==> src/gpe_pkg.sv <==
`timescale 1ns / 1ps
// ----------------------------------------------------------------------------
// gpe_pkg
// Shared types, constants and the ratio window lookup for the gear estimator.
// ----------------------------------------------------------------------------
package gpe_pkg;

    localparam int SPEED_W = 16;
    localparam int RPM_W   = 8;
    localparam int TICK_W  = 8;
    localparam int RATIO_W = 8;
    localparam int GEAR_W  = 3;
    localparam int PRESS_W = 4;
    localparam int MISS_W  = 3;
    localparam int PHASE_W = 2;
    localparam int DIV_CNT_W = $clog2(SPEED_W);

    localparam logic [GEAR_W-1:0]  GEAR_NONE    = 3'd0;
    localparam logic [GEAR_W-1:0]  GEAR_FIRST   = 3'd1;
    localparam logic [GEAR_W-1:0]  GEAR_SECOND  = 3'd2;
    localparam logic [GEAR_W-1:0]  GEAR_TOP     = 3'd6;
    localparam logic [GEAR_W-1:0]  GEAR_NEUTRAL = 3'd7;

    localparam logic [PRESS_W-1:0] PRESS_MAX   = 4'd11;
    localparam logic [PRESS_W-1:0] PRESS_SHIFT = 4'd2;
    localparam logic [PRESS_W-1:0] PRESS_HELD  = 4'd10;
    localparam logic [PRESS_W-1:0] PRESS_ZERO  = 4'd0;

    localparam logic [MISS_W-1:0]  MISS_ZERO  = 3'd0;
    localparam logic [MISS_W-1:0]  MISS_ONE   = 3'd1;
    localparam logic [MISS_W-1:0]  MISS_TRIP  = 3'd5;
    localparam logic [MISS_W-1:0]  MISS_LIMIT = 3'd6;

    typedef enum logic [1:0] {
        ST_IDLE,
        ST_DIV,
        ST_COMMIT
    } state_t;

    typedef struct packed {
        logic [SPEED_W-1:0] vehicle_speed;
        logic [RPM_W-1:0]   engine_speed;
        logic [TICK_W-1:0]  tick_count;
        logic               shift_up_pin;
        logic               shift_down_pin;
        logic               neutral_pin;
    } item_t;

    typedef struct packed {
        logic               start;
        logic [SPEED_W-1:0] dividend;
        logic [RPM_W-1:0]   divisor;
    } div_ctrl_t;

    typedef struct packed {
        logic               done;
        logic [RATIO_W-1:0] quotient;
    } div_stat_t;

    // open windows, bounds excluded
    function automatic logic [GEAR_W-1:0] window_of(input logic [RATIO_W-1:0] r);
        logic [GEAR_W-1:0] g;
        g = GEAR_NONE;
        if (r > 8'd48 && r < 8'd53)
            g = 3'd1;
        else if (r > 8'd67 && r < 8'd72)
            g = 3'd2;
        else if (r > 8'd82 && r < 8'd86)
            g = 3'd3;
        else if (r > 8'd93 && r < 8'd97)
            g = 3'd4;
        else if (r > 8'd100 && r < 8'd104)
            g = 3'd5;
        else if (r > 8'd109 && r < 8'd113)
            g = 3'd6;
        return g;
    endfunction

endpackage

==> src/gpe_in_if.sv <==
`timescale 1ns / 1ps
// ----------------------------------------------------------------------------
// gpe_in_if
// Measurement channel: speeds, tick counter and pin levels.
// ----------------------------------------------------------------------------
interface gpe_in_if;
    logic                         valid;
    logic                         ready;
    logic [gpe_pkg::SPEED_W-1:0]  vehicle_speed;
    logic [gpe_pkg::RPM_W-1:0]    engine_speed;
    logic [gpe_pkg::TICK_W-1:0]   tick_count;
    logic                         shift_up_pin;
    logic                         shift_down_pin;
    logic                         neutral_pin;

    modport source (
        output valid, vehicle_speed, engine_speed, tick_count,
               shift_up_pin, shift_down_pin, neutral_pin,
        input  ready
    );

    modport sink (
        input  valid, vehicle_speed, engine_speed, tick_count,
               shift_up_pin, shift_down_pin, neutral_pin,
        output ready
    );
endinterface

==> src/gpe_out_if.sv <==
`timescale 1ns / 1ps
// ----------------------------------------------------------------------------
// gpe_out_if
// Result channel: estimated gear.
// ----------------------------------------------------------------------------
interface gpe_out_if;
    logic                        valid;
    logic                        ready;
    logic [gpe_pkg::GEAR_W-1:0]  gear_now;

    modport source (
        output valid, gear_now,
        input  ready
    );

    modport sink (
        input  valid, gear_now,
        output ready
    );
endinterface

==> src/gpe_div.sv <==
`timescale 1ns / 1ps
// ----------------------------------------------------------------------------
// gpe_div
// Bit-serial restoring divider, one quotient bit per cycle, keeps the low
// quotient byte.
// ----------------------------------------------------------------------------
module gpe_div (
    input  logic                clk,
    input  logic                rst_n,
    input  gpe_pkg::div_ctrl_t  ctrl,
    output gpe_pkg::div_stat_t  stat
);

    logic                                busy_reg, busy_next;
    logic                                done_reg, done_next;
    logic [gpe_pkg::DIV_CNT_W-1:0]       cnt_reg, cnt_next;
    logic [gpe_pkg::SPEED_W-1:0]         dvd_reg, dvd_next;
    logic [gpe_pkg::RPM_W-1:0]           dsr_reg, dsr_next;
    logic [gpe_pkg::RPM_W-1:0]           rem_reg, rem_next;
    logic [gpe_pkg::RATIO_W-1:0]         quo_reg, quo_next;
    logic [gpe_pkg::RPM_W:0]             trial;
    logic [gpe_pkg::RPM_W:0]             diff;
    logic                                fits;

    assign trial = {rem_reg, dvd_reg[gpe_pkg::SPEED_W-1]};
    assign fits  = trial >= {1'b0, dsr_reg};
    assign diff  = trial - {1'b0, dsr_reg};

    always_comb
    begin
        busy_next = busy_reg;
        done_next = 1'b0;
        cnt_next  = cnt_reg;
        dvd_next  = dvd_reg;
        dsr_next  = dsr_reg;
        rem_next  = rem_reg;
        quo_next  = quo_reg;
        if (ctrl.start)
        begin
            busy_next = 1'b1;
            cnt_next  = '0;
            dvd_next  = ctrl.dividend;
            dsr_next  = ctrl.divisor;
            rem_next  = '0;
        end
        else if (busy_reg)
        begin
            // below the divisor the trial never needs its top bit
            rem_next = fits ? diff[gpe_pkg::RPM_W-1:0] : trial[gpe_pkg::RPM_W-1:0];
            quo_next = {quo_reg[gpe_pkg::RATIO_W-2:0], fits};
            dvd_next = {dvd_reg[gpe_pkg::SPEED_W-2:0], 1'b0};
            cnt_next = cnt_reg + 1'b1;
            if (cnt_reg == '1)
            begin
                busy_next = 1'b0;
                done_next = 1'b1;
            end
        end
    end

    always_ff @(posedge clk or negedge rst_n)
    begin
        if (!rst_n)
        begin
            busy_reg <= 1'b0;
            done_reg <= 1'b0;
            cnt_reg  <= '0;
        end
        else
        begin
            busy_reg <= busy_next;
            done_reg <= done_next;
            cnt_reg  <= cnt_next;
        end
    end

    always_ff @(posedge clk)
    begin
        dvd_reg <= dvd_next;
        dsr_reg <= dsr_next;
        rem_reg <= rem_next;
        quo_reg <= quo_next;
    end

    assign stat.done     = done_reg;
    assign stat.quotient = quo_reg;

endmodule

==> src/gpe_update.sv <==
`timescale 1ns / 1ps
// ----------------------------------------------------------------------------
// gpe_update
// Gear tracking state: ratio windows, miss counting, paddle debounce and
// neutral handling, applied once per item on commit.
// ----------------------------------------------------------------------------
module gpe_update (
    input  logic                          clk,
    input  logic                          rst_n,
    input  logic                          commit,
    input  gpe_pkg::item_t                item,
    input  logic [gpe_pkg::RATIO_W-1:0]   quotient,
    output logic [gpe_pkg::GEAR_W-1:0]    gear_next
);

    logic [gpe_pkg::GEAR_W-1:0]   gear_reg;
    logic [gpe_pkg::GEAR_W-1:0]   cand_reg, cand_next;
    logic [gpe_pkg::PHASE_W-1:0]  phase_reg, phase_next;
    logic [gpe_pkg::PRESS_W-1:0]  up_cnt_reg, up_cnt_next;
    logic [gpe_pkg::PRESS_W-1:0]  dn_cnt_reg, dn_cnt_next;
    logic [gpe_pkg::MISS_W-1:0]   miss_reg, miss_next;
    logic [gpe_pkg::PHASE_W-1:0]  tick_lo;
    logic [gpe_pkg::PHASE_W-1:0]  phase_diff;
    logic                         sample;
    logic [gpe_pkg::RATIO_W-1:0]  ratio;
    logic [gpe_pkg::GEAR_W-1:0]   win;
    logic                         hit;
    logic [gpe_pkg::PRESS_W-1:0]  pend;
    logic                         pend_idle;

    assign tick_lo    = item.tick_count[gpe_pkg::PHASE_W-1:0];
    assign phase_diff = tick_lo - phase_reg;
    assign sample     = (phase_diff == '0);
    assign ratio      = (item.engine_speed != '0) ? quotient : '0;
    assign win        = gpe_pkg::window_of(ratio);
    assign hit        = sample && (win != gpe_pkg::GEAR_NONE);

    always_comb
    begin
        gear_next   = gear_reg;
        cand_next   = cand_reg;
        phase_next  = phase_reg;
        up_cnt_next = up_cnt_reg;
        dn_cnt_next = dn_cnt_reg;
        miss_next   = miss_reg;

        if (sample)
        begin
            if (hit)
            begin
                if (cand_reg == win)
                    gear_next = win;
                cand_next = win;
                miss_next = gpe_pkg::MISS_ZERO;
            end
            else
            begin
                if (gear_reg != gpe_pkg::GEAR_NEUTRAL)
                    miss_next = miss_reg + gpe_pkg::MISS_ONE;
                if (miss_next > gpe_pkg::MISS_TRIP)
                begin
                    miss_next = gpe_pkg::MISS_LIMIT;
                    gear_next = gpe_pkg::GEAR_NONE;
                end
                cand_next = gpe_pkg::GEAR_NONE;
            end
        end

        // paddles only act while the ratio matches no window
        if (!hit && gear_next != gpe_pkg::GEAR_NONE)
        begin
            priority if (item.shift_down_pin && !item.shift_up_pin)
            begin
                up_cnt_next = gpe_pkg::PRESS_ZERO;
                if (dn_cnt_reg < gpe_pkg::PRESS_MAX)
                    dn_cnt_next = dn_cnt_reg + 1'b1;
                if (dn_cnt_next == gpe_pkg::PRESS_SHIFT)
                begin
                    phase_next = tick_lo;
                    miss_next  = gpe_pkg::MISS_ZERO;
                    if (gear_next == gpe_pkg::GEAR_NEUTRAL)
                        gear_next = gpe_pkg::GEAR_FIRST;
                    else if (gear_next > gpe_pkg::GEAR_FIRST)
                        gear_next = gear_next - 1'b1;
                end
            end
            else if (item.shift_up_pin && !item.shift_down_pin)
            begin
                dn_cnt_next = gpe_pkg::PRESS_ZERO;
                if (up_cnt_reg < gpe_pkg::PRESS_MAX)
                    up_cnt_next = up_cnt_reg + 1'b1;
                if (up_cnt_next == gpe_pkg::PRESS_SHIFT)
                begin
                    phase_next = tick_lo;
                    miss_next  = gpe_pkg::MISS_ZERO;
                    if (gear_next == gpe_pkg::GEAR_NEUTRAL)
                        gear_next = gpe_pkg::GEAR_SECOND;
                    else if (gear_next < gpe_pkg::GEAR_TOP)
                        gear_next = gear_next + 1'b1;
                end
            end
            else
            begin
                up_cnt_next = gpe_pkg::PRESS_ZERO;
                dn_cnt_next = gpe_pkg::PRESS_ZERO;
            end
        end

        // a press in progress holds off the neutral switch
        pend      = up_cnt_next | dn_cnt_next;
        pend_idle = (pend == gpe_pkg::PRESS_ZERO) || (pend > gpe_pkg::PRESS_HELD);
        if (!item.neutral_pin)
        begin
            if (pend_idle)
            begin
                phase_next = tick_lo;
                gear_next  = gpe_pkg::GEAR_NEUTRAL;
                miss_next  = gpe_pkg::MISS_ZERO;
            end
        end
        else if (gear_next == gpe_pkg::GEAR_NEUTRAL && pend_idle)
        begin
            gear_next = gpe_pkg::GEAR_NONE;
        end
    end

    always_ff @(posedge clk or negedge rst_n)
    begin
        if (!rst_n)
        begin
            gear_reg   <= gpe_pkg::GEAR_NONE;
            cand_reg   <= gpe_pkg::GEAR_NONE;
            phase_reg  <= '0;
            up_cnt_reg <= gpe_pkg::PRESS_ZERO;
            dn_cnt_reg <= gpe_pkg::PRESS_ZERO;
            miss_reg   <= gpe_pkg::MISS_ZERO;
        end
        else if (commit)
        begin
            gear_reg   <= gear_next;
            cand_reg   <= cand_next;
            phase_reg  <= phase_next;
            up_cnt_reg <= up_cnt_next;
            dn_cnt_reg <= dn_cnt_next;
            miss_reg   <= miss_next;
        end
    end

endmodule

==> src/gear_position_estimator.sv <==
`timescale 1ns / 1ps
// ----------------------------------------------------------------------------
// gear_position_estimator
// Estimates the engaged gear from the speed/rpm ratio, paddle pins and the
// neutral switch.
// ----------------------------------------------------------------------------
//  channel  role    payload
//  meas     sink    vehicle_speed, engine_speed, tick_count, pins
//  gear     source  gear_now
//
// an item passes from transfer to result through the bit-serial divider
// (one quotient bit per cycle), the divider's registered done flag, and the
// commit state, which updates the gear state and loads the output register.
// the next item is taken in the cycle after that, and not before, while the
// result may still wait in its register.
// a result that is not taken holds the following item before its commit.
// reset clears all gear tracking state to zero.
// ----------------------------------------------------------------------------
module gear_position_estimator (
    input  logic         clk,
    input  logic         rst_n,
    gpe_in_if.sink       meas,
    gpe_out_if.source    gear
);

    gpe_pkg::state_t                 state_reg, state_next;
    gpe_pkg::item_t                  item_reg, item_next;
    gpe_pkg::div_ctrl_t              div_ctrl;
    gpe_pkg::div_stat_t              div_stat;
    logic                            out_valid_reg, out_valid_next;
    logic [gpe_pkg::GEAR_W-1:0]      out_gear_reg, out_gear_next;
    logic [gpe_pkg::GEAR_W-1:0]      gear_upd;
    logic                            commit;
    logic                            take;

    assign take = meas.valid && meas.ready;

    always_comb
    begin
        state_next     = state_reg;
        item_next      = item_reg;
        meas.ready     = 1'b0;
        commit         = 1'b0;
        out_valid_next = out_valid_reg;
        out_gear_next  = out_gear_reg;

        if (gear.ready)
            out_valid_next = 1'b0;

        unique case (state_reg)
            gpe_pkg::ST_IDLE:
            begin
                meas.ready = 1'b1;
                if (meas.valid)
                begin
                    item_next.vehicle_speed  = meas.vehicle_speed;
                    item_next.engine_speed   = meas.engine_speed;
                    item_next.tick_count     = meas.tick_count;
                    item_next.shift_up_pin   = meas.shift_up_pin;
                    item_next.shift_down_pin = meas.shift_down_pin;
                    item_next.neutral_pin    = meas.neutral_pin;
                    state_next = gpe_pkg::ST_DIV;
                end
            end
            gpe_pkg::ST_DIV:
            begin
                if (div_stat.done)
                    state_next = gpe_pkg::ST_COMMIT;
            end
            gpe_pkg::ST_COMMIT:
            begin
                // output slot free or being emptied this cycle
                if (!out_valid_reg || gear.ready)
                begin
                    commit         = 1'b1;
                    out_valid_next = 1'b1;
                    out_gear_next  = gear_upd;
                    state_next     = gpe_pkg::ST_IDLE;
                end
            end
            default:
            begin
                state_next = gpe_pkg::ST_IDLE;
            end
        endcase
    end

    assign div_ctrl.start    = take;
    assign div_ctrl.dividend = meas.vehicle_speed;
    assign div_ctrl.divisor  = meas.engine_speed;

    gpe_div u_div (
        .clk   (clk),
        .rst_n (rst_n),
        .ctrl  (div_ctrl),
        .stat  (div_stat)
    );

    gpe_update u_update (
        .clk       (clk),
        .rst_n     (rst_n),
        .commit    (commit),
        .item      (item_reg),
        .quotient  (div_stat.quotient),
        .gear_next (gear_upd)
    );

    always_ff @(posedge clk or negedge rst_n)
    begin
        if (!rst_n)
        begin
            state_reg     <= gpe_pkg::ST_IDLE;
            out_valid_reg <= 1'b0;
        end
        else
        begin
            state_reg     <= state_next;
            out_valid_reg <= out_valid_next;
        end
    end

    always_ff @(posedge clk)
    begin
        item_reg     <= item_next;
        out_gear_reg <= out_gear_next;
    end

    assign gear.valid    = out_valid_reg;
    assign gear.gear_now = out_gear_reg;

endmodule
==> src/flat_wrapper.sv <==
// flat-port wrapper written by rule: the top's interface ports become plain ports
module gear_position_estimator_flat 
  (clk, rst_n, meas_valid, meas_vehicle_speed, meas_engine_speed, meas_tick_count, meas_shift_up_pin, meas_shift_down_pin, meas_neutral_pin, meas_ready, gear_valid, gear_gear_now, gear_ready);
  gpe_in_if meas_i ();
  gpe_out_if gear_i ();
  input  logic clk;
  input  logic rst_n;
  input wire logic [$bits(meas_i.valid)-1:0] meas_valid;
  input wire logic [$bits(meas_i.vehicle_speed)-1:0] meas_vehicle_speed;
  input wire logic [$bits(meas_i.engine_speed)-1:0] meas_engine_speed;
  input wire logic [$bits(meas_i.tick_count)-1:0] meas_tick_count;
  input wire logic [$bits(meas_i.shift_up_pin)-1:0] meas_shift_up_pin;
  input wire logic [$bits(meas_i.shift_down_pin)-1:0] meas_shift_down_pin;
  input wire logic [$bits(meas_i.neutral_pin)-1:0] meas_neutral_pin;
  output wire logic [$bits(meas_i.ready)-1:0] meas_ready;
  output wire logic [$bits(gear_i.valid)-1:0] gear_valid;
  output wire logic [$bits(gear_i.gear_now)-1:0] gear_gear_now;
  input wire logic [$bits(gear_i.ready)-1:0] gear_ready;
  assign meas_i.valid = meas_valid;
  assign meas_i.vehicle_speed = meas_vehicle_speed;
  assign meas_i.engine_speed = meas_engine_speed;
  assign meas_i.tick_count = meas_tick_count;
  assign meas_i.shift_up_pin = meas_shift_up_pin;
  assign meas_i.shift_down_pin = meas_shift_down_pin;
  assign meas_i.neutral_pin = meas_neutral_pin;
  assign meas_ready = meas_i.ready;
  assign gear_valid = gear_i.valid;
  assign gear_gear_now = gear_i.gear_now;
  assign gear_i.ready = gear_ready;
  gear_position_estimator u_core (.clk(clk), .rst_n(rst_n), .meas(meas_i), .gear(gear_i));
endmodule
==> config.mk <==
export PLATFORM = sky130hd
export DESIGN_NAME = gear_position_estimator_flat
export DESIGN_NICKNAME = d
export VERILOG_FILES = /design/src/gpe_pkg.sv /design/src/gpe_in_if.sv /design/src/gpe_out_if.sv /design/src/gpe_div.sv /design/src/gpe_update.sv /design/src/gear_position_estimator.sv /design/src/flat_wrapper.sv
export SDC_FILE = /design/constraint.sdc
export NUM_CORES = 1
export LEC_CHECK = 0
export BUFFER_PORTS_ARGS = -buffer_cell sky130_fd_sc_hd__buf_2
export CELL_PAD_IN_SITES_DETAIL_PLACEMENT = 0
export CELL_PAD_IN_SITES_GLOBAL_PLACEMENT = 2
export CORE_MARGIN = 2
export CORE_UTILIZATION = 30
export DETAILED_ROUTE_END_ITERATION = 8
export GPL_ROUTABILITY_DRIVEN = 0
export PLACE_DENSITY = 0.65
export SLEW_MARGIN = 20
export SYNTH_ARGS = -nofsm -noshare
export SYNTH_HDL_FRONTEND = slang
export SYNTH_SLANG_ARGS = --single-unit
==> constraint.sdc <==
create_clock -name clk -period 7.6 [get_ports clk]
set_clock_uncertainty 0.15 [all_clocks]
set_input_delay 0.38 -clock clk [delete_from_list [all_inputs] [get_ports clk]]
set_output_delay 0.38 -clock clk [all_outputs]
set_load 0.02 [all_outputs]
==> results.toml <==
[cts]
clock-sinks = 76
cts.clk_slew.worst_paths_ps = 60
cts_buffers = 9
clockBufferDepth = 2
cts-root-buf = "clkbuf_16"
cts_tree = "done"
clk_latency_ps = 340
htreeDepth = 3

[logic_synthesis]
yosysWarnings = 0
synth_nets = 527
synth_largest_area_cell = "edfxtp_1"
synth_top_flop_cell = "edfxtp_1"
ys_seq_elements = 76
yosysSeqAreaShare = 0.450
syn_area_mm2 = 0.00458
avgSynthCellArea_um2 = 9.75
netlist_instances = 470
synth_edf_count = 40
async_flop_share = 0.368
yosysUniqueCellTypes = 72
synth_top_cell_area_share = 0.262
synth.area.top_cells = "edfxtp_1 (26%), dfrtp_1 (15%), mux2_2 (4.7%), ha_1 (4.6%), nand2_1 (3.5%)"

[critical_path]
critPathSlowestCell = "a41oi_2"
crit_arrival_ps = 5840
crit_start = "u_core.u_div.quo_reg[1]$_DFFE_PP_"
critPathLaunchType = "flip-flop"
path_cells = "or3b_1 -> a2111o_1 -> and2_1 -> a41oi_2 -> inv_1 -> a211o_1 -> and3_1 -> ha_1 -> ha_1 -> or2_2 -> o211ai_1 -> a21o_1 -> mux2i_1 -> or2_2 -> a21oi_1 -> mux2_2"
slowest_delay_ps = 590
worstSetupPathType = "flip-flop to flip-flop"
endpoint_kind = "flip-flop"
crit_path_max_fanout = 13
required_ps = 7670
reg2reg_from = "u_core.u_div.quo_reg[1]$_DFFE_PP_"

[drt]
wirelength_um = 10800
via_per_inst = 5.20
drt-wirelength-per-cell_um = 15.4
dr_total_vias = 3627
drc = 0
drt_iter0_drc = 179
final_antenna_net_count = 0
firstDrtPassIters = 4

[power_and_ir_drop]
p_total_mw = 1.94
powerDensity_mw_per_mm2 = 369
pwr-share-comb = 0.399
p_sw_uw = 746
power_frac_seq = 0.381
switching_share = 0.385
peakVddDrop_mv = 0.191
clockPowerShare = 0.220
internal_power_mw = 1.19
power_leakage_nw = 2.14

[placed_design]
dp_hpwl_um = 7980
numPortBuffers = 37
pre_cts_ws_ps = 1450

[sta]
fin_crit_ps = 5770
setup_ws_ps = 1830
hold_viol = 0
relSlewSlack = 0.467
finalSetupTns_ps = 0
setup_violations = 0
worst_slew_pin_slew_ps = 800
finalMaxSlewViolations = 0
grt_setup_unrepaired = "no"
fin_crit_sh = 0.759
timing.fmax_ghz = 0.173

[layout]
utilization = 0.348
area_growth_pct = 14.6
largest_register_ffs = 16
drive_gt1_frac = 0.175
nNetsFinal = 562
antennaDiodeCount = 0

[global_routing]
grt_pass1_vias = 3627
top_usage_layer = "met2"
grt-ovfl-total = 0
grt_use_total = 0.142
antenna_found_initial = 0
use_met2 = 0.223
grt_use_met3 = 0.0264
grtUsageMet1 = 0.194
grt_max_degree = 29
grt_pass1_wl_um = 18200

[die]
fp.dieH_um = 128
fp.coreArea_mm2 = 0.0151
rows = 45
io_pins = 44
design.die.area_mm2 = 0.0163
initial_utilization = 0.304
chipWidth_um = 128

[min_path]
hold_start = "meas_engine_speed[4]"
hp-class = "input port to flip-flop"

[run]
drv_cap = 0

[status]
outcome = "finished, final reports clean"
==> logic make-up after synthesis <==
| logic type | Yosys count | share of synthesized area |
|---|---|---|
| DFF | 76 | 0.450 |
| and+or+nand+nor | 168 | 0.188 |
| AOI/OAI and AO/OA | 131 | 0.195 |
| xor gates and xnor gates | 8 | 0.0153 |
| muxes | 26 | 0.0620 |
| buffers and inverters | 43 | 0.0388 |
| adders and majority gates | 18 | 0.0508 |
==> final timing paths <==
kind                       slack [ps]  cells after the start                                  endpoint
setup / recovery                 1830                     16  u_core.u_update.phase_reg[0]$_DFFE_PN0P_
max in group asynchronous        6340                      2   u_core.u_update.miss_reg[2]$_DFFE_PN0P_
hold reg to reg                   320                      2      u_core.u_div.rem_reg[7]$_SDFFE_PP0P_
min in group asynchronous         480                      2   u_core.u_update.cand_reg[1]$_DFFE_PN0P_
hold / removal                     70                      1         u_core.u_div.dsr_reg[4]$_DFFE_PP_
setup reg to reg                 1830                     16  u_core.u_update.phase_reg[0]$_DFFE_PN0P_
==> synth_stat cells, types with 6 or more instances <==
cell      instances
clkbuf_1         11
mux2i_1           7
nand2b_1         14
nor4_1            7
inv_1            27
mux2_2           19
a21o_1            6
nand3_1          10
nand2_1          43
and3_1            7
a21oi_1          30
dfxtp_1           8
nor2_1           40
edfxtp_1         40
o21ai_0          29
o31ai_1           6
dfrtp_1          28
nor3_1            9
and2_1            6
a31oi_1           7
o211ai_1          7
ha_1             17
==> cell type report <==
cell class              count  area [um2]
fillers                  1543        9840
clock inverters             6        65.1
flip-flops and latches     76        2060
clock buffers              10         229
multi-input cells         351        2350
repair buffers             39         203
well taps                 188         235
inverters                  28         105
==> per-layer routing <==
metal | part of all wire | vias to the layer above
met4 | 0.014 | 0
met2 | 0.46 | 52
li1 | - | 1827
met5 | 0 | -
met1 | 0.50 | 1738
met3 | 0.027 | 10
==> through the flow <==
| step | hold WS, ps | instance area, um2 | std cells |
|---|---|---|---|
| 2_1_floorplan | -65.6 | 4580 | 470 |
| 3_3_place_gp | 303 | 4940 | 681 |
| 3_5_place_dp | 309 | 4940 | 681 |
| 4_1_cts | 49.0 | 5240 | 698 |
| 5_1_grt | 49.5 | 5250 | 698 |
| 6_report | 65.6 | 5250 | 698 |
==> repair_timing <==
action,4_1_cts,5_1_grt
gates resized for setup,0,0
hold buffers,1,0
buffers inserted,0,0
hold endpoints to repair,28,0
==> power groups by stage <==
stage	clock [mW]	sequential (mW)	combinational (mW)
6_report	0.427	0.739	0.773
5_1_grt	0.458	0.766	0.894
4_1_cts	0.443	0.741	0.778
3_5_place_dp	0	0.749	0.775
3_3_place_gp	0	0.747	0.767
2_1_floorplan	0	0.690	0.640
==> critical path: cells and delay by family (launching register included) <==
| family | cells | cell delay (ps) |
|---|---|---|
| mux | 2 | 550 |
| compound gates | 6 | 2090 |
| buf+inv | 1 | 190 |
| simple gates | 5 | 1660 |
| flops | 1 | 520 |
| fa+ha+maj | 2 | 500 |
==> placed cells by master (no fill, tap or decap), types with 3 or more instances in the layout <==
cell type   n
nand2_1    43
nor2_1     40
edfxtp_1   40
buf_2      37
o21ai_0    29
a21oi_1    29
dfrtp_1    28
inv_1      27
mux2_2     19
ha_1       17
nand2b_1   14
nand3_1    10
nor3_1      9
clkbuf_16   9
dfxtp_1     8
nor4_1      7
o211ai_1    7
and3_1      7
mux2i_1     7
a31oi_1     7
and2_1      6
a21o_1      6
o31ai_1     6
a211oi_1    5
or2_2       5
nor2b_1     4
nand4_1     4
nand4b_1    4
o21bai_1    4
xnor2_1     4
xor2_1      4
a21boi_0    3
a21bo_2     3
o2111ai_1   3
(Power assumes the default switching activity.)
